==> config.mk <==
export PLATFORM = sky130hd
export DESIGN_NAME = periodic_motion_term_summer_top
export DESIGN_NICKNAME = d
export VERILOG_FILES = /design/src/rtl/core/pmts_pkg.sv /design/src/rtl/core/pmts_mul.sv /design/src/rtl/core/pmts_div.sv /design/src/rtl/core/pmts_cordic.sv /design/src/rtl/core/periodic_motion_term_summer_top.sv
export SDC_FILE = /design/constraint.sdc
export NUM_CORES = 2
export LEC_CHECK = 0
export BUFFER_PORTS_ARGS = -buffer_cell sky130_fd_sc_hd__buf_4
export CAP_MARGIN = 20
export CORE_MARGIN = 10
export CORE_UTILIZATION = 58
export CTS_CLUSTER_SIZE = 8
export DETAILED_ROUTE_END_ITERATION = 12
export HOLD_SLACK_MARGIN = 0.03
export PLACE_DENSITY = 0.78
export SLEW_MARGIN = 40
export SYNTH_ARGS = -nofsm -noshare
export SYNTH_HDL_FRONTEND = slang
export SYNTH_SLANG_ARGS = --single-unit
==> constraint.sdc <==
create_clock -name clk_i -period 10.2 [get_ports clk_i]
set_input_delay 2.04 -clock clk_i [delete_from_list [all_inputs] [get_ports clk_i]]
set_output_delay 2.04 -clock clk_i [all_outputs]
set_load 0.01 [all_outputs]
==> src/rtl/core/pmts_pkg.sv <==
`timescale 1ns / 1ps

package pmts_pkg;

  // Shared operand width of the serial multiplier and angle width of the CORDIC
  localparam int MUL_W        = 36;
  localparam int ANG_W        = 35;
  localparam int ATAN_ENTRIES = 30;

  localparam logic [63:0] PI_Q60          = 64'h3243_F6A8_885A_308D;
  localparam logic [63:0] PI30            = (PI_Q60 + 64'd536870912) >> 30;
  localparam logic [63:0] HALF_PI30       = (PI_Q60 + 64'd1073741824) >> 31;
  localparam logic [63:0] DEG2RAD_Q32     = 64'd74961321;
  localparam logic [63:0] RAD2DEG_Q24     = 64'd961263669;
  localparam logic [63:0] INV_SQRT2_Q30   = 64'd759250125;
  localparam logic [63:0] CORDIC_GAIN_Q30 = 64'd652032874;
  localparam logic [9:0]  DEG_FULL        = 10'd360;

  localparam logic [31:0] ATAN_Q30 [ATAN_ENTRIES] = '{
    32'd843314857, 32'd497837829, 32'd263043837, 32'd133525159, 32'd67021687,
    32'd33543516, 32'd16775851, 32'd8388437, 32'd4194283, 32'd2097149,
    32'd1048576, 32'd524288, 32'd262144, 32'd131072, 32'd65536, 32'd32768,
    32'd16384, 32'd8192, 32'd4096, 32'd2048, 32'd1024, 32'd512, 32'd256,
    32'd128, 32'd64, 32'd32, 32'd16, 32'd8, 32'd4, 32'd2
  };

  localparam logic [1:0] AXIS_X = 2'd0;
  localparam logic [1:0] AXIS_Y = 2'd1;
  localparam logic [1:0] AXIS_Z = 2'd2;

  typedef enum logic [3:0] {
    KIND_NONE   = 4'd0,
    KIND_CIRC   = 4'd1,
    KIND_SINE   = 4'd2,
    KIND_RECT   = 4'd3,
    KIND_CUBIC  = 4'd4,
    KIND_DRIFT  = 4'd5,
    KIND_LOOP   = 4'd6,
    KIND_RANDOM = 4'd7,
    KIND_SAW    = 4'd8,
    KIND_PULSE  = 4'd9
  } term_kind_e;

  // pi rounded to fb fraction bits
  function automatic logic [63:0] pi_at(input int unsigned fb);
    return (PI_Q60 + (64'd1 << (59 - fb))) >> (60 - fb);
  endfunction

endpackage

==> src/rtl/core/pmts_mul.sv <==
`timescale 1ns / 1ps

// Bit-serial signed multiplier: one multiplier bit per cycle on magnitudes.
module pmts_mul #(
  parameter int WA = 36,
  parameter int WB = 36
) (
  input  logic                    clk_i,
  input  logic                    rst_ni,
  input  logic                    start_i,
  input  logic signed [WA-1:0]    a_i,
  input  logic signed [WB-1:0]    b_i,
  output logic                    done_o,
  output logic signed [WA+WB-1:0] p_o
);

  localparam int CW = $clog2(WB + 1);

  logic [WA-1:0]    mcand_q, mcand_d;
  logic [WA+WB-1:0] acc_q, acc_d;
  logic [CW-1:0]    cnt_q, cnt_d;
  logic             run_q, run_d;
  logic             neg_q, neg_d;
  logic [WA:0]      upper;

  always_comb begin
    mcand_d = mcand_q;
    acc_d   = acc_q;
    cnt_d   = cnt_q;
    run_d   = run_q;
    neg_d   = neg_q;
    upper   = {1'b0, acc_q[WA+WB-1:WB]} + (acc_q[0] ? {1'b0, mcand_q} : '0);
    if (start_i) begin
      mcand_d = a_i[WA-1] ? WA'(-a_i) : WA'(a_i);
      acc_d   = {{WA{1'b0}}, (b_i[WB-1] ? WB'(-b_i) : WB'(b_i))};
      cnt_d   = CW'(WB);
      run_d   = 1'b1;
      neg_d   = a_i[WA-1] ^ b_i[WB-1];
    end else if (run_q) begin
      if (cnt_q != '0) begin
        acc_d = {upper, acc_q[WB-1:1]};
        cnt_d = cnt_q - 1'b1;
      end else begin
        run_d = 1'b0;
      end
    end
  end

  always_ff @(posedge clk_i or negedge rst_ni) begin
    if (!rst_ni) begin
      cnt_q <= '0;
      run_q <= 1'b0;
      neg_q <= 1'b0;
    end else begin
      cnt_q <= cnt_d;
      run_q <= run_d;
      neg_q <= neg_d;
    end
  end

  always_ff @(posedge clk_i) begin
    mcand_q <= mcand_d;
    acc_q   <= acc_d;
  end

  assign done_o = run_q && (cnt_q == '0);
  assign p_o    = neg_q ? (WA+WB)'(-acc_q) : acc_q;

endmodule

==> src/rtl/core/pmts_div.sv <==
`timescale 1ns / 1ps

// Restoring divider, one quotient bit per cycle.
module pmts_div #(
  parameter int WN = 64,
  parameter int WD = 36
) (
  input  logic          clk_i,
  input  logic          rst_ni,
  input  logic          start_i,
  input  logic [WN-1:0] n_i,
  input  logic [WD-1:0] d_i,
  output logic          done_o,
  output logic [WN-1:0] q_o,
  output logic [WD-1:0] r_o
);

  localparam int CW = $clog2(WN + 1);

  logic [WN-1:0] quo_q, quo_d;
  logic [WD-1:0] rem_q, rem_d;
  logic [WD-1:0] dsr_q, dsr_d;
  logic [CW-1:0] cnt_q, cnt_d;
  logic          run_q, run_d;
  logic [WD:0]   trial, sub;
  logic          ge;

  always_comb begin
    quo_d = quo_q;
    rem_d = rem_q;
    dsr_d = dsr_q;
    cnt_d = cnt_q;
    run_d = run_q;
    trial = {rem_q, quo_q[WN-1]};
    sub   = trial - {1'b0, dsr_q};
    ge    = trial >= {1'b0, dsr_q};
    if (start_i) begin
      quo_d = n_i;
      rem_d = '0;
      dsr_d = d_i;
      cnt_d = CW'(WN);
      run_d = 1'b1;
    end else if (run_q) begin
      if (cnt_q != '0) begin
        rem_d = ge ? sub[WD-1:0] : trial[WD-1:0];
        quo_d = {quo_q[WN-2:0], ge};
        cnt_d = cnt_q - 1'b1;
      end else begin
        run_d = 1'b0;
      end
    end
  end

  always_ff @(posedge clk_i or negedge rst_ni) begin
    if (!rst_ni) begin
      cnt_q <= '0;
      run_q <= 1'b0;
    end else begin
      cnt_q <= cnt_d;
      run_q <= run_d;
    end
  end

  always_ff @(posedge clk_i) begin
    quo_q <= quo_d;
    rem_q <= rem_d;
    dsr_q <= dsr_d;
  end

  assign done_o = run_q && (cnt_q == '0);
  assign q_o    = quo_q;
  assign r_o    = rem_q;

endmodule

==> src/rtl/core/pmts_cordic.sv <==
`timescale 1ns / 1ps

// Iterative CORDIC rotator, one micro-rotation per cycle. Angle in Q5.30,
// range [0, 2*pi); folded to [-pi/2, pi/2] before rotating.
module pmts_cordic #(
  parameter int STEPS = 16
) (
  input  logic                             clk_i,
  input  logic                             rst_ni,
  input  logic                             start_i,
  input  logic signed [pmts_pkg::ANG_W-1:0] z_i,
  input  logic                             neg_i,
  output logic                             done_o,
  output logic signed [pmts_pkg::ANG_W-1:0] sin_o,
  output logic signed [pmts_pkg::ANG_W-1:0] cos_o
);

  import pmts_pkg::*;

  localparam int NSTEP = (STEPS < ATAN_ENTRIES) ? STEPS : ATAN_ENTRIES;
  localparam int IW    = $clog2(NSTEP + 1);
  localparam int AIW   = $clog2(ATAN_ENTRIES);

  localparam logic signed [ANG_W-1:0] PI_A     = ANG_W'(PI30);
  localparam logic signed [ANG_W-1:0] TWO_PI_A = ANG_W'(PI30 << 1);
  localparam logic signed [ANG_W-1:0] HALF_A   = ANG_W'(HALF_PI30);
  localparam logic signed [ANG_W-1:0] GAIN_A   = ANG_W'(CORDIC_GAIN_Q30);

  logic signed [ANG_W-1:0] x_q, x_d, y_q, y_d, z_q, z_d;
  logic signed [ANG_W-1:0] z_f, dx, dy, at;
  logic [IW-1:0]           i_q, i_d;
  logic [AIW-1:0]          aidx;
  logic                    run_q, run_d;
  logic                    flip_q, flip_d, neg_q, neg_d, flip_f;

  assign aidx = AIW'(i_q);

  always_comb begin
    x_d    = x_q;
    y_d    = y_q;
    z_d    = z_q;
    i_d    = i_q;
    run_d  = run_q;
    flip_d = flip_q;
    neg_d  = neg_q;
    // quadrant fold
    z_f    = z_i;
    flip_f = 1'b0;
    if (z_f > PI_A) z_f = z_f - TWO_PI_A;
    if (z_f > HALF_A) begin
      z_f    = z_f - PI_A;
      flip_f = 1'b1;
    end else if (z_f < -HALF_A) begin
      z_f    = z_f + PI_A;
      flip_f = 1'b1;
    end
    dx = y_q >>> i_q;
    dy = x_q >>> i_q;
    at = ANG_W'(ATAN_Q30[aidx]);
    if (start_i) begin
      x_d    = GAIN_A;
      y_d    = '0;
      z_d    = z_f;
      i_d    = '0;
      run_d  = 1'b1;
      flip_d = flip_f;
      neg_d  = neg_i;
    end else if (run_q) begin
      if (i_q != IW'(NSTEP)) begin
        if (!z_q[ANG_W-1]) begin
          x_d = x_q - dx;
          y_d = y_q + dy;
          z_d = z_q - at;
        end else begin
          x_d = x_q + dx;
          y_d = y_q - dy;
          z_d = z_q + at;
        end
        i_d = i_q + 1'b1;
      end else begin
        run_d = 1'b0;
      end
    end
  end

  always_ff @(posedge clk_i or negedge rst_ni) begin
    if (!rst_ni) begin
      i_q   <= '0;
      run_q <= 1'b0;
    end else begin
      i_q   <= i_d;
      run_q <= run_d;
    end
  end

  always_ff @(posedge clk_i) begin
    x_q    <= x_d;
    y_q    <= y_d;
    z_q    <= z_d;
    flip_q <= flip_d;
    neg_q  <= neg_d;
  end

  assign done_o = run_q && (i_q == IW'(NSTEP));
  assign sin_o  = (flip_q ^ neg_q) ? -y_q : y_q;
  assign cos_o  = flip_q ? -x_q : x_q;

endmodule

==> src/rtl/core/periodic_motion_term_summer_top.sv <==
`timescale 1ns / 1ps

// Periodic motion term summer: builds one axis position from a list of terms.
// Input channel s_axis_*: one transaction per term. The term with first_term
//   set loads base_value into the running sum before its own term is added.
//   Terms add shaped sine/cosine or sawtooth values; tlast marks the last term.
// Output channel m_axis_*: one transaction per term with tlast set, carrying
//   the saturated sum and a sticky saturation flag.
// Sequencing: one term at a time. A term runs through a bit-serial
//   multiplier, a bit-serial divider for the angle reduction and an
//   iterative CORDIC. The base path is four products, one reduction and
//   one CORDIC. Cubic terms add a product. Loop terms add a reduction, a
//   CORDIC and a product; sawtooth on the Y axis adds a product and a
//   division by 360. tready is high only between terms.
// Reset: sum and flag clear, no transaction pending on the output.
// Stall: the result sits in an output register; the next term is accepted
//   and computed meanwhile, and only a further tlast term waits for it.
module periodic_motion_term_summer_top #(
  parameter int FRAC_BITS    = 16,
  parameter int CORDIC_STEPS = 16
) (
  input  logic         clk_i,
  input  logic         rst_ni,
  input  logic         s_axis_tvalid_i,
  output logic         s_axis_tready_o,
  // [31:0] base_value, [37:32] term_index, [69:38] amplitude, [101:70] speed,
  // [133:102] phase_deg, [165:134] time_angle, [167:166] zero
  input  logic [167:0] s_axis_tdata_i,
  // [1:0] axis, [2] first_term, [6:3] term_kind
  input  logic [6:0]   s_axis_tuser_i,
  input  logic         s_axis_tlast_i,   // last_term
  output logic         m_axis_tvalid_o,
  input  logic         m_axis_tready_i,
  output logic [31:0]  m_axis_tdata_o,   // [31:0] position
  output logic         m_axis_tuser_o    // [0] saturated
);

  import pmts_pkg::*;

  localparam int DIV_W  = 2 * FRAC_BITS + 4;
  localparam int RED_SH = 2 * FRAC_BITS - 30;
  localparam int SH_R   = (RED_SH > 0) ? RED_SH : 0;
  localparam int SH_L   = (RED_SH < 0) ? -RED_SH : 0;
  localparam int SH_P   = 30 - FRAC_BITS;

  localparam logic [DIV_W-1:0] D_THETA = DIV_W'(pi_at(2 * FRAC_BITS) << 1);
  localparam logic [DIV_W-1:0] D_DIFF  = DIV_W'(pi_at(FRAC_BITS) << 1);
  localparam logic [DIV_W-1:0] D_DEG   = DIV_W'(DEG_FULL);
  localparam logic signed [63:0] HALF_LSB = 64'sd1 <<< (FRAC_BITS - 1);

  typedef enum logic [11:0] {
    ST_IDLE   = 12'b0000_0000_0001,
    ST_DRAD   = 12'b0000_0000_0010,  // phase to radians
    ST_PROD   = 12'b0000_0000_0100,  // theta = speed * diff
    ST_RED    = 12'b0000_0000_1000,  // theta mod 2pi
    ST_COR    = 12'b0000_0001_0000,
    ST_DEG    = 12'b0000_0010_0000,  // reduced theta in degrees
    ST_RED2   = 12'b0000_0100_0000,  // loop: diff mod 2pi
    ST_COR2   = 12'b0000_1000_0000,
    ST_M4     = 12'b0001_0000_0000,  // amplitude * trig
    ST_M5     = 12'b0010_0000_0000,  // second product (cubic, loop)
    ST_SAWMUL = 12'b0100_0000_0000,
    ST_ACC    = 12'b1000_0000_0000
  } state_e;

  state_e state_q, state_d;

  // term context
  logic [1:0]               axis_q, axis_d;
  logic [3:0]               kind_q, kind_d;
  logic                     odd_q, odd_d, last_q, last_d;
  logic signed [31:0]       amp_q, amp_d, speed_q, speed_d, ang_q, ang_d;
  logic signed [31:0]       diff_q, diff_d;
  logic signed [63:0]       prod_q, prod_d;
  logic                     neg_q, neg_d, sawneg_q, sawneg_d;
  logic signed [ANG_W-1:0]  r30_q, r30_d, st_q, st_d, ct_q, ct_d, sp_q, sp_d, cp_q, cp_d;
  logic signed [9:0]        gang_q, gang_d;
  logic signed [65:0]       term_q, term_d;

  // accumulator and output register
  logic signed [31:0]       sum_q, sum_d, pos_q, pos_d;
  logic                     sat_q, sat_d, osat_q, osat_d, ovalid_q, ovalid_d;

  // unit launch registers
  logic                     mul_start_q, mul_start_d, div_start_q, div_start_d;
  logic                     cor_start_q, cor_start_d, cor_neg_q, cor_neg_d;
  logic signed [MUL_W-1:0]  mul_a_q, mul_a_d, mul_b_q, mul_b_d;
  logic [63:0]              div_n_q, div_n_d;
  logic [DIV_W-1:0]         div_d_q, div_d_d;
  logic signed [ANG_W-1:0]  cor_z_q, cor_z_d;

  logic                     mul_done, div_done, cor_done;
  logic signed [2*MUL_W-1:0] mul_p;
  logic [63:0]              div_q;
  logic [DIV_W-1:0]         div_r;
  logic signed [ANG_W-1:0]  cor_s, cor_c;

  // datapath helpers
  logic signed [2*MUL_W-1:0] rnd32, rnd30;
  logic signed [39:0]       drad;
  logic signed [40:0]       diff_w;
  logic signed [31:0]       diff_sat;
  logic signed [41:0]       t_rnd;
  logic [63:0]              rem_w, abs_p;
  logic signed [ANG_W-1:0]  r30_red, r30_diff, m4_trig;
  logic [9:0]               gdeg_raw, gdeg;
  logic signed [63:0]       drift_rnd;
  logic                     use_cos, cubic_yz, accept, out_free;
  logic [1:0]               region;
  logic signed [65:0]       amp_w, cubic_term;
  logic signed [66:0]       sum_w;

  pmts_mul #(.WA(MUL_W), .WB(MUL_W)) u_mul (
    .clk_i   (clk_i),
    .rst_ni  (rst_ni),
    .start_i (mul_start_q),
    .a_i     (mul_a_q),
    .b_i     (mul_b_q),
    .done_o  (mul_done),
    .p_o     (mul_p)
  );

  pmts_div #(.WN(64), .WD(DIV_W)) u_div (
    .clk_i   (clk_i),
    .rst_ni  (rst_ni),
    .start_i (div_start_q),
    .n_i     (div_n_q),
    .d_i     (div_d_q),
    .done_o  (div_done),
    .q_o     (div_q),
    .r_o     (div_r)
  );

  pmts_cordic #(.STEPS(CORDIC_STEPS)) u_cordic (
    .clk_i   (clk_i),
    .rst_ni  (rst_ni),
    .start_i (cor_start_q),
    .z_i     (cor_z_q),
    .neg_i   (cor_neg_q),
    .done_o  (cor_done),
    .sin_o   (cor_s),
    .cos_o   (cor_c)
  );

  // Phase to radians: round(ph * deg2rad / 2^32), then saturated difference.
  assign rnd32  = mul_p + (2*MUL_W)'(64'sd2147483648);
  assign drad   = 40'(rnd32 >>> 32);
  assign diff_w = 41'(ang_q) - 41'(drad);
  assign diff_sat = (diff_w[40:31] != {10{diff_w[40]}}) ?
                    (diff_w[40] ? 32'sh8000_0000 : 32'sh7FFF_FFFF) : diff_w[31:0];

  // Products with a Q2.30 factor round half up at bit 30
  assign rnd30 = mul_p + (2*MUL_W)'(64'sd536870912);
  assign t_rnd = 42'(rnd30 >>> 30);

  assign abs_p    = mul_p[2*MUL_W-1] ? 64'(-mul_p) : 64'(mul_p);

  // Remainder to Q5.30
  assign rem_w    = 64'(div_r);
  assign r30_red  = ANG_W'((rem_w >> SH_R) << SH_L);
  assign r30_diff = ANG_W'(rem_w << SH_P);

  // Degrees of the reduced angle, with C-style sign
  assign gdeg_raw = mul_p[63:54];
  assign gdeg     = (gdeg_raw >= DEG_FULL) ? gdeg_raw - DEG_FULL : gdeg_raw;

  assign drift_rnd = (prod_q + HALF_LSB) >>> FRAC_BITS;
  assign use_cos   = ((axis_q == AXIS_X) && !odd_q) || ((axis_q == AXIS_Y) && odd_q);
  assign cubic_yz  = (axis_q == AXIS_Y) || ((axis_q == AXIS_Z) && !odd_q);
  assign amp_w     = 66'(amp_q);

  always_comb begin
    case (kind_q)
      KIND_SINE, KIND_DRIFT: m4_trig = st_q;
      KIND_RECT: begin
        m4_trig = use_cos ? ct_q : st_q;
        if (m4_trig[ANG_W-1]) m4_trig = -m4_trig;
      end
      default: m4_trig = use_cos ? ct_q : st_q;
    endcase
  end

  // Cubic regions: 0 below 45 or from 315, 1 to 135, 2 to 225, 3 to 315
  always_comb begin
    if ((gang_q < 10'sd45) || (gang_q >= 10'sd315)) region = 2'd0;
    else if (gang_q < 10'sd135)                     region = 2'd1;
    else if (gang_q < 10'sd225)                     region = 2'd2;
    else                                            region = 2'd3;
  end

  always_comb begin
    if (cubic_yz) begin
      if (region == 2'd1)      cubic_term = amp_w;
      else if (region == 2'd3) cubic_term = -amp_w;
      else                     cubic_term = 66'(t_rnd);
    end else if ((region == 2'd1) || (region == 2'd3)) begin
      cubic_term = 66'(t_rnd);
    end else if ((axis_q == AXIS_X) && !odd_q) begin
      cubic_term = (region == 2'd0) ? amp_w : -amp_w;
    end else begin
      cubic_term = (region == 2'd0) ? -amp_w : amp_w;
    end
  end

  assign accept   = s_axis_tvalid_i && (state_q == ST_IDLE);
  assign out_free = !ovalid_q || m_axis_tready_i;
  assign sum_w    = 67'(sum_q) + 67'(term_q);

  always_comb begin
    state_d     = state_q;
    axis_d      = axis_q;
    kind_d      = kind_q;
    odd_d       = odd_q;
    last_d      = last_q;
    amp_d       = amp_q;
    speed_d     = speed_q;
    ang_d       = ang_q;
    diff_d      = diff_q;
    prod_d      = prod_q;
    neg_d       = neg_q;
    sawneg_d    = sawneg_q;
    r30_d       = r30_q;
    st_d        = st_q;
    ct_d        = ct_q;
    sp_d        = sp_q;
    cp_d        = cp_q;
    gang_d      = gang_q;
    term_d      = term_q;
    sum_d       = sum_q;
    sat_d       = sat_q;
    pos_d       = pos_q;
    osat_d      = osat_q;
    ovalid_d    = ovalid_q && !m_axis_tready_i;
    mul_start_d = 1'b0;
    div_start_d = 1'b0;
    cor_start_d = 1'b0;
    mul_a_d     = mul_a_q;
    mul_b_d     = mul_b_q;
    div_n_d     = div_n_q;
    div_d_d     = div_d_q;
    cor_z_d     = cor_z_q;
    cor_neg_d   = cor_neg_q;

    case (state_q)
      ST_IDLE: begin
        if (accept) begin
          axis_d  = s_axis_tuser_i[1:0];
          kind_d  = s_axis_tuser_i[6:3];
          odd_d   = s_axis_tdata_i[32];
          last_d  = s_axis_tlast_i;
          amp_d   = s_axis_tdata_i[69:38];
          speed_d = s_axis_tdata_i[101:70];
          ang_d   = s_axis_tdata_i[165:134];
          if (s_axis_tuser_i[2]) begin
            sum_d = s_axis_tdata_i[31:0];
            sat_d = 1'b0;
          end
          mul_a_d     = MUL_W'($signed(s_axis_tdata_i[133:102]));
          mul_b_d     = MUL_W'(DEG2RAD_Q32);
          mul_start_d = 1'b1;
          state_d     = ST_DRAD;
        end
      end
      ST_DRAD: begin
        if (mul_done) begin
          diff_d      = diff_sat;
          mul_a_d     = MUL_W'(speed_q);
          mul_b_d     = MUL_W'(diff_sat);
          mul_start_d = 1'b1;
          state_d     = ST_PROD;
        end
      end
      ST_PROD: begin
        if (mul_done) begin
          prod_d      = 64'(mul_p);
          neg_d       = mul_p[2*MUL_W-1];
          div_n_d     = mul_p[2*MUL_W-1] ? 64'(-mul_p) : 64'(mul_p);
          div_d_d     = D_THETA;
          div_start_d = 1'b1;
          state_d     = ST_RED;
        end
      end
      ST_RED: begin
        if (div_done) begin
          r30_d       = r30_red;
          cor_z_d     = r30_red;
          cor_neg_d   = neg_q;
          cor_start_d = 1'b1;
          state_d     = ST_COR;
        end
      end
      ST_COR: begin
        if (cor_done) begin
          st_d        = cor_s;
          ct_d        = cor_c;
          mul_a_d     = MUL_W'(r30_q);
          mul_b_d     = MUL_W'(RAD2DEG_Q24);
          mul_start_d = 1'b1;
          state_d     = ST_DEG;
        end
      end
      ST_DEG: begin
        if (mul_done) begin
          gang_d = neg_q ? -$signed(gdeg) : $signed(gdeg);
          if ((kind_q == KIND_LOOP) && (axis_q <= AXIS_Z)) begin
            div_n_d     = {32'd0, (diff_q[31] ? 32'(-diff_q) : 32'(diff_q))};
            div_d_d     = D_DIFF;
            div_start_d = 1'b1;
            state_d     = ST_RED2;
          end else begin
            mul_a_d     = MUL_W'(amp_q);
            mul_b_d     = MUL_W'(m4_trig);
            mul_start_d = 1'b1;
            state_d     = ST_M4;
          end
        end
      end
      ST_RED2: begin
        if (div_done) begin
          cor_z_d     = r30_diff;
          cor_neg_d   = diff_q[31];
          cor_start_d = 1'b1;
          state_d     = ST_COR2;
        end
      end
      ST_COR2: begin
        if (cor_done) begin
          sp_d        = cor_s;
          cp_d        = cor_c;
          mul_a_d     = MUL_W'(amp_q);
          mul_b_d     = MUL_W'(m4_trig);
          mul_start_d = 1'b1;
          state_d     = ST_M4;
        end
      end
      ST_M4: begin
        if (mul_done) begin
          term_d  = '0;
          state_d = ST_ACC;
          if (kind_q == KIND_DRIFT) begin
            term_d = 66'(drift_rnd) + 66'(t_rnd);
          end else if (axis_q <= AXIS_Z) begin
            case (kind_q)
              KIND_CIRC, KIND_SINE, KIND_RECT: term_d = 66'(t_rnd);
              KIND_CUBIC: begin
                mul_a_d     = MUL_W'(t_rnd);
                mul_b_d     = MUL_W'(INV_SQRT2_Q30);
                mul_start_d = 1'b1;
                state_d     = ST_M5;
              end
              KIND_LOOP: begin
                mul_a_d     = MUL_W'(t_rnd);
                mul_b_d     = MUL_W'(use_cos ? sp_q : cp_q);
                mul_start_d = 1'b1;
                state_d     = ST_M5;
              end
              KIND_SAW: begin
                if (axis_q == AXIS_Y) begin
                  mul_a_d     = MUL_W'(amp_q);
                  mul_b_d     = MUL_W'(gang_q);
                  mul_start_d = 1'b1;
                  state_d     = ST_SAWMUL;
                end
              end
              default: term_d = '0;
            endcase
          end
        end
      end
      ST_M5: begin
        if (mul_done) begin
          term_d  = (kind_q == KIND_LOOP) ? 66'(t_rnd) : cubic_term;
          state_d = ST_ACC;
        end
      end
      ST_SAWMUL: begin
        // mul done: launch |A*gang| / 360; the divider pass ends back here
        if (mul_done) begin
          sawneg_d    = mul_p[2*MUL_W-1];
          div_n_d     = abs_p;
          div_d_d     = D_DEG;
          div_start_d = 1'b1;
        end else if (div_done) begin
          term_d  = sawneg_q ? -66'(div_q) : 66'(div_q);
          state_d = ST_ACC;
        end
      end
      ST_ACC: begin
        if (!last_q || out_free) begin
          if (sum_w[66:31] != {36{sum_w[66]}}) begin
            sum_d = sum_w[66] ? 32'sh8000_0000 : 32'sh7FFF_FFFF;
            sat_d = 1'b1;
          end else begin
            sum_d = sum_w[31:0];
          end
          if (last_q) begin
            pos_d    = (sum_w[66:31] != {36{sum_w[66]}}) ?
                       (sum_w[66] ? 32'sh8000_0000 : 32'sh7FFF_FFFF) : sum_w[31:0];
            osat_d   = sat_q || (sum_w[66:31] != {36{sum_w[66]}});
            ovalid_d = 1'b1;
          end
          state_d = ST_IDLE;
        end
      end
      default: state_d = ST_IDLE;
    endcase
  end

  always_ff @(posedge clk_i or negedge rst_ni) begin
    if (!rst_ni) begin
      state_q     <= ST_IDLE;
      sum_q       <= '0;
      sat_q       <= 1'b0;
      ovalid_q    <= 1'b0;
      mul_start_q <= 1'b0;
      div_start_q <= 1'b0;
      cor_start_q <= 1'b0;
    end else begin
      state_q     <= state_d;
      sum_q       <= sum_d;
      sat_q       <= sat_d;
      ovalid_q    <= ovalid_d;
      mul_start_q <= mul_start_d;
      div_start_q <= div_start_d;
      cor_start_q <= cor_start_d;
    end
  end

  always_ff @(posedge clk_i) begin
    axis_q    <= axis_d;
    kind_q    <= kind_d;
    odd_q     <= odd_d;
    last_q    <= last_d;
    amp_q     <= amp_d;
    speed_q   <= speed_d;
    ang_q     <= ang_d;
    diff_q    <= diff_d;
    prod_q    <= prod_d;
    neg_q     <= neg_d;
    sawneg_q  <= sawneg_d;
    r30_q     <= r30_d;
    st_q      <= st_d;
    ct_q      <= ct_d;
    sp_q      <= sp_d;
    cp_q      <= cp_d;
    gang_q    <= gang_d;
    term_q    <= term_d;
    pos_q     <= pos_d;
    osat_q    <= osat_d;
    mul_a_q   <= mul_a_d;
    mul_b_q   <= mul_b_d;
    div_n_q   <= div_n_d;
    div_d_q   <= div_d_d;
    cor_z_q   <= cor_z_d;
    cor_neg_q <= cor_neg_d;
  end

  assign s_axis_tready_o = (state_q == ST_IDLE);
  assign m_axis_tvalid_o = ovalid_q;
  assign m_axis_tdata_o  = pos_q;
  assign m_axis_tuser_o  = osat_q;

  a_state_onehot: assert property (@(posedge clk_i) disable iff (!rst_ni)
    $onehot(state_q)) else $error("sequencer state not one-hot");

  a_no_launch_idle: assert property (@(posedge clk_i) disable iff (!rst_ni)
    s_axis_tready_o |-> !(mul_start_q || div_start_q || cor_start_q))
    else $error("unit launched while idle");

  a_hold_on_stall: assert property (@(posedge clk_i) disable iff (!rst_ni)
    (state_q == ST_ACC && last_q && ovalid_q && !m_axis_tready_i)
      |=> (state_q == ST_ACC)) else $error("result overwrote a pending transaction");

  a_start_pulse: assert property (@(posedge clk_i) disable iff (!rst_ni)
    mul_start_q |=> !mul_start_q) else $error("multiplier start held");

endmodule
# After elaboration in Yosys (flattened, before gate mapping)
# Memory sizes are Yosys's and may differ from the RTL's.
# Index checks and enable logic that the tools add are counted.
[word_totals] register_bits=1115 mem_bits_ro=1024 inputBits=180 out_inout_bits=35 word_cells=381 n_memories=1
[op_classes] addsub=32 order_cmp=11 eq_ne=51 shifts=2 muxes=161 bitwise_logic=3 reduce_logical=68
[memory_table] name="(name not given)" words=32 word_bits=32 read_ports=1 rd_ports_with_merged_regs=0 wr=0 line="pmts_cordic.sv:59" rtl="at = ANG_W'(ATAN_Q30[aidx]);"
[ops] op="$mux 36" n=31
[ops] op="$mux 66" n=16
[ops] op="$mux 35" n=16
[ops] op="$mux 64" n=7
[ops] op="$pmux 36 s6" n=2
[ops] op="$mux 32" n=10
[ops] op="$pmux 36 s3" n=2
[ops] op="$pmux 66 s3" n=1
[ops] op="$mux 12" n=16
[ops] op="$pmux 12 s12" n=1
[ops] op="$pmux 35 s2" n=2
[ops] op="$pmux 64 s2" n=1
[ops] op="$neg 35->35" n=3
[ops] op="$add 72x31->72 const B" n=1
[ops] op="$add 72x33->72 const B" n=1
[ops] op="$mux 72" n=1
[ops] op="$neg 36->36" n=2
[ops] op="$neg 72->72" n=1
[ops] op="$pmux 36 s2" n=1
[ops] op="$add 35x35->35" n=2
[ops] op="$sshr 35x5->35" n=2
[ops] op="$sub 35x35->35" n=2
[ops] op="$add 32x66->67" n=1
[ops] op="$neg 32->66" n=1
[ops] op="85 further kinds" n=205

# Depth between registers and ports, before layout
[depth] depth_word=12 mapped_depth=34 mapped_depth_nobuf=30

# Modules after synthesis
# Synthesis repeated with hierarchy kept, for this count alone.
[unflattened] cells_unflattened=9636 hier_area_um2=84942.7
[modules_own_cells] mod="periodic_motion_term_summer_top" instances=1 cells_per_inst=4876 area_each_um2=45996.6
[modules_own_cells] mod="pmts_cordic" instances=1 cells_per_inst=2914 area_each_um2=21738.3
[modules_own_cells] mod="pmts_mul" instances=1 cells_per_inst=1115 area_each_um2=9321.4
[modules_own_cells] mod="pmts_div" instances=1 cells_per_inst=731 area_each_um2=7886.3

# Worst setup path before layout
# OpenSTA, ideal clock, no wires.
[synth_timing] path_kind="register to register" from="reg state_q[3]" to="reg term_q[0], enable pin" setup_ps=671 arrival_ps=8769 required_ps=9529 slack_ps=760 path_stages_with_launch=8 path_buffers=1 period_less_slack_ps=9440 cell_sequence="dfrtp_1 or4_1 nor4b_1 nand2_1 nor3b_1 inv_1 clkbuf_1 o41ai_1"
[synth_between] elab_chain_cells=3 elab_cells_between_ends=9 classes_between="7 x eq/ne; 2 x reduce/logical"
[synth_lines] item="start: declaration" line="periodic_motion_term_summer_top.sv:66" rtl="state_e state_q, state_d;"
[synth_lines] item="start signal: assignment" line="periodic_motion_term_summer_top.sv:419" rtl="state_q <= state_d;"
[synth_lines] item="$eq 12x11->1 (tied with other cells)" line="periodic_motion_term_summer_top.sv:244" rtl="case (state_q)"
[synth_lines] item="$ne 2x2->1 (no source line) or $reduce_bool 3->1 (tied branches)"
[synth_lines] item="$reduce_and 5->1 (no source line) (*)"
[synth_lines] item="end signal: assignment" line="periodic_motion_term_summer_top.sv:447" rtl="term_q <= term_d;"
[synth_lines] item="end: declaration" line="periodic_motion_term_summer_top.sv:78" rtl="logic signed [65:0] term_q, term_d;"
# Every way passes the cells marked *; elsewhere a longest branch is shown, timed or not.
# A chain may end at the register's enable or synchronous reset.

# Worst setup path after layout
[layout_timing] from="reg u_mul.acc_q[12]" to="reg mul_b_q[7] (data pin)"
[layout_between] elab_chain_cells=8 elab_cells_between_ends=9 classes_between="3 x add/sub; 1 x eq/ne; 5 x mux"
[layout_lines] item="start: declaration" line="pmts_mul.sv:20" rtl="logic [WA+WB-1:0] acc_q, acc_d;"
[layout_lines] item="start signal: assignment" line="pmts_mul.sv:63" rtl="acc_q <= acc_d;"
[layout_lines] item="$neg 72->72 (*)" line="pmts_mul.sv:67" rtl="assign p_o = neg_q ? (WA+WB)'(-acc_q) : acc_q;"
[layout_lines] item="$mux 72 (*)" line="pmts_mul.sv:67"
[layout_lines] item="via mul_p[38]" line="periodic_motion_term_summer_top.sv:93" rtl="logic signed [2*MUL_W-1:0] mul_p;"
[layout_lines] item="$add 72x33->72 (*)" line="periodic_motion_term_summer_top.sv:146" rtl="assign rnd32 = mul_p + (2*MUL_W)'(64'sd2147483648);"
[layout_lines] item="$sub 32x40->41 (*)" line="periodic_motion_term_summer_top.sv:148" rtl="assign diff_w = 41'(ang_q) - 41'(drad);"
[layout_lines] item="$ne 9x9->1 or $mux 32 (tied branches)" line="periodic_motion_term_summer_top.sv:149, periodic_motion_term_summer_top.sv:150"
[layout_lines] item="$mux 32 (*)" line="periodic_motion_term_summer_top.sv:149" rtl="assign diff_sat = (diff_w[40:31] != {10{diff_w[40]}}) ?"
[layout_lines] item="$mux 36 (*)" line="periodic_motion_term_summer_top.sv:265" rtl="if (mul_done) begin"
[layout_lines] item="$pmux 36 s6 (*)" line="periodic_motion_term_summer_top.sv:244"
[layout_lines] item="via mul_b_d[7]" line="periodic_motion_term_summer_top.sv:87" rtl="logic signed [MUL_W-1:0] mul_a_q, mul_a_d, mul_b_q, mul_b_d;"
[layout_lines] item="end signal: assignment" line="periodic_motion_term_summer_top.sv:451" rtl="mul_b_q <= mul_b_d;"
[layout_lines] item="end: declaration" line="periodic_motion_term_summer_top.sv:87"
# Mark *: on every way through the listed nets, which the timed path passes. The rest lies on a longest branch. The select of a mux whose other input is x is not followed.

==> flow_summary_export.csv <==
group,metric,value,unit
worst_setup_path,path_class,"reg2reg",
clocking,numClockSinks,1037,
clocking,clk_latency,0.82,ns
drt,first_pass_iters,7,
placed_design,port_buffers,207,
final_layout,drive_above_1_share,0.1058,
clocking,root_buffer,"clkbuf_16",
logic_synthesis,synthCells,9030,
worst_setup_path,worstPathArrival,9.86,ns
clocking,cts.clk_slew.worst_paths,0.05,ns
drt,ant_nets,0,
drt,wl_per_cell,26.98,um
run,cap_violations,0,
logic_synthesis,synth.top_cells.by_count,"nand2_1, edfxtp_1, nor2_1",
die,core_region_area,139400,um^2
timing,relSlewSlack,0.2758,
drt,via_count,74430,
logic_synthesis,synthAdderAreaFrac,0.05627,
logic_synthesis,synth_area_per_cell,9.007,um^2
timing,fmax,106.6,MHz
worst_setup_path,r2r_start,"u_mul.acc_q[12]",
worst_setup_path,worstSetupStartpointType,"flip-flop",
hold_path,hp-start,"div_d_q[33]",
clocking,post_cts_resized,0,
logic_synthesis,synth-compound-area-share,0.2135,
drt,routed_wl,296900,um
global_routing,grt_pass1_wl,438600,um
timing,rsz0062_at_grt,"false",
global_routing,grt_pass1_vias,69890,
logic_synthesis,synth-seq-cells,1037,
timing,slew_viol_final,0,
timing,worst_pin_slew,1.075,ns
drt,drc,0,
logic_synthesis,yosys.area_share.simple,0.1760,
final_layout,nets,9563,
worst_setup_path,critPathCaptureType,"flip-flop",
die,ios,215,
die,fp.dieArea,155600,um^2
worst_setup_path,worstPathMaxFanout,15,
placed_design,place_inst,10740,
logic_synthesis,synth_top_cell_area_share,0.3042,
final_layout,instances_no_fill,11000,
placed_design,gp_congestion,0.9905,
drt,drt_iter0_drc,8612,
global_routing,grtUsageTotal,0.3638,
global_routing,met1_usage,0.4456,
worst_setup_path,crit_start,"u_mul.acc_q[12]",
logic_synthesis,synth_top_family_by_area,"compound AO/OA/AOI/OAI gates",
global_routing,use_met3,0.05628,
timing,finalSetupTns,0,ns
worst_setup_path,crit_required,10.69,ns
global_routing,globalRoute.busiestLayer,"met2",
die,initial_core_util,0.5836,
die,rows,137,
logic_synthesis,syn_area,81330,um^2
timing,fin_crit_sh,0.9193,
global_routing,grt_max_degree,94,
clocking,cts_tree,"yes",
timing,finalCriticalPeriod,9.377,ns
logic_synthesis,synth_nets,9571,
timing,finalHoldViolCount,0,
placed_design,place_hpwl,228000,um
die,die_x,394.5,um
global_routing,met2_usage,0.5987,
die,chipHeight,394.5,um
power_and_ir_drop,powerDensity,272.9,nW/um^2
status,status,"finished, final reports clean",
timing,skew,0.07396,ns
global_routing,overflow,0,
power_and_ir_drop,leakage,33.61,nW
logic_synthesis,synth-edff-count,824,
final_layout,utilization,0.6417,
hold_path,hold_class,"reg2reg",
clocking,h-tree-depth,4,
logic_synthesis,ys_types,115,
logic_synthesis,synth_top_cell_by_area,"edfxtp_1",
clocking,post_cts_buffers,0,
power_and_ir_drop,vdd_drop_max,0.0002409,V
logic_synthesis,synthArstFlopShare,0.06847,
logic_synthesis,yosys.cell_count.top_type,"nand2_1",
logic_synthesis,netlist_top_cells_area,"edfxtp_1, xnor2_1, ha_1, a21oi_1, nand2_1",
final_layout,area_growth,9.959,%
timing,setup_viol,0,
clocking,ctsLongestPathBuffers,3,
clocking,cts-hold-fix-buffers,0,
logic_synthesis,yosysSeqAreaShare,0.3610,
logic_synthesis,yosysWarnings,0,
global_routing,antenna_found_initial,18,
logic_synthesis,muxShareOfSynthArea,0.05587,
logic_synthesis,ys.flop_type,"edfxtp_1",
drt,via_per_inst,6.763,
clocking,cts_made_buffers,151,
logic_synthesis,synth-xor-area-share,0.1015,
[cells by family after synthesis]
group,count (synthesis)
and+or+nand+nor,2939
AOI/OAI and AO/OA,2686
DFF,1037
xor gates and xnor gates,941
buffers and inverters,746
adders and majority gates,361
muxes,320
[metrics by stage]
stage | instance area [um^2] | hold WS, ns | power [mW] | setup slack (ns)
floorplan | 81330 | 0.4003 | 14.62 | 0.7601
global placement | 84480 | 0.4022 | 18.83 | 1.196
detailed placement | 84780 | 0.4059 | 19.06 | 1.018
CTS | 89320 | 0.4269 | 24.00 | 0.9688
global route | 89430 | 0.4397 | 25.53 | 0.2976
finish | 89430 | 0.4249 | 24.40 | 0.8228
[area by class of cell]
class,instances,area (um^2)
Fill cell,11480,49930
Multi-Input combinational cell,7247,49560
Sequential cell,1037,29390
Clock buffer,234,4161
Timing Repair Buffer,354,2710
Tap cell,1876,2347
Inverter,231,867.1
Clock inverter,19,379.1
Antenna cell,6,15.01
[critical path, cell delays in order (launching register included)]
cell and delay, ns:
edfxtp_1 0.54, or4_1 0.61, or4b_1 0.61, or3_1 0.52
or2_1 0.30, o41ai_2 0.25, xnor2_1 0.18, buf_4 0.21
and2_1 0.18, o21a_1 0.25, nand2_1 0.23, xnor2_1 0.37
ha_1 0.35, and3_1 0.24, a31oi_1 0.16, o21ai_0 0.13
o21ai_0 0.40, a21oi_1 0.12, buf_4 0.18, a21bo_2 0.20
o21ai_0 0.41, nand2_1 0.22, or4b_2 0.65, a31oi_1 0.15
a31oi_1 0.11, o311a_1 0.67, nor2_1 0.58, o211ai_1 0.22
[state kept, by name (all words and copies together), names as in the netlist, 34 cells and up]
register	count
u_cordic.x_q	35
st_q	35
mul_a_q	36
prod_q	49
sp_q	35
ct_q	35
term_q	66
u_div.q_o	64
r30_q	34
cp_q	35
u_mul.acc_q	72
u_mul.mcand_q	36
u_cordic.y_q	35
u_div.r_o	36
mul_b_q	35
cor_z_q	35
u_cordic.z_q	35
div_n_q	64
[cells in the final DEF (no fill, tap or decap), types with 124 or more instances in the layout]
master | netlist | layout
nand2_1 | 876 | 875
edfxtp_1 | 824 | 824
nor2_1 | 760 | 746
a21oi_1 | 708 | 705
o21ai_0 | 585 | 581
xnor2_1 | 578 | 556
xor2_1 | 361 | 358
ha_1 | 353 | 353
buf_4 | 3 | 342
inv_1 | 216 | 213
a21o_1 | 201 | 200
nand3_1 | 193 | 193
nor3_1 | 196 | 193
clkbuf_16 | 0 | 152
dfxtp_1 | 142 | 140
a31oi_1 | 125 | 125
mux2_2 | 124 | 124
[path summary, 6_finish.rpt]
path | endpoint | slack (ns) | cells after the start
worst min-delay path | u_div.dsr_q[33] | 0.42 | 0
worst max register to register | mul_b_q[7] | 0.82 | 27
max in group asynchronous | u_cordic.aidx[0] | 7.75 | 2
min in group asynchronous | sum_q[20] | 1.19 | 1
worst max-delay path | mul_b_q[7] | 0.82 | 27
worst min register to register | u_div.dsr_q[33] | 0.42 | 0
[power by group]
group,total [mW],internal (mW),switching (mW)
Sequential,6.21,5.47,0.738
Combinational,13.3,4.61,8.73
Clock,4.85,2.82,2.03
Total,24.4,12.9,11.5
[per-layer routing]
layer	wire, um	part of all wire
met1	111600	0.38
met2	140200	0.47
met3	23510	0.079
met4	21600	0.073
met5	36	0.00012
Power figures use the tool's default switching activity.
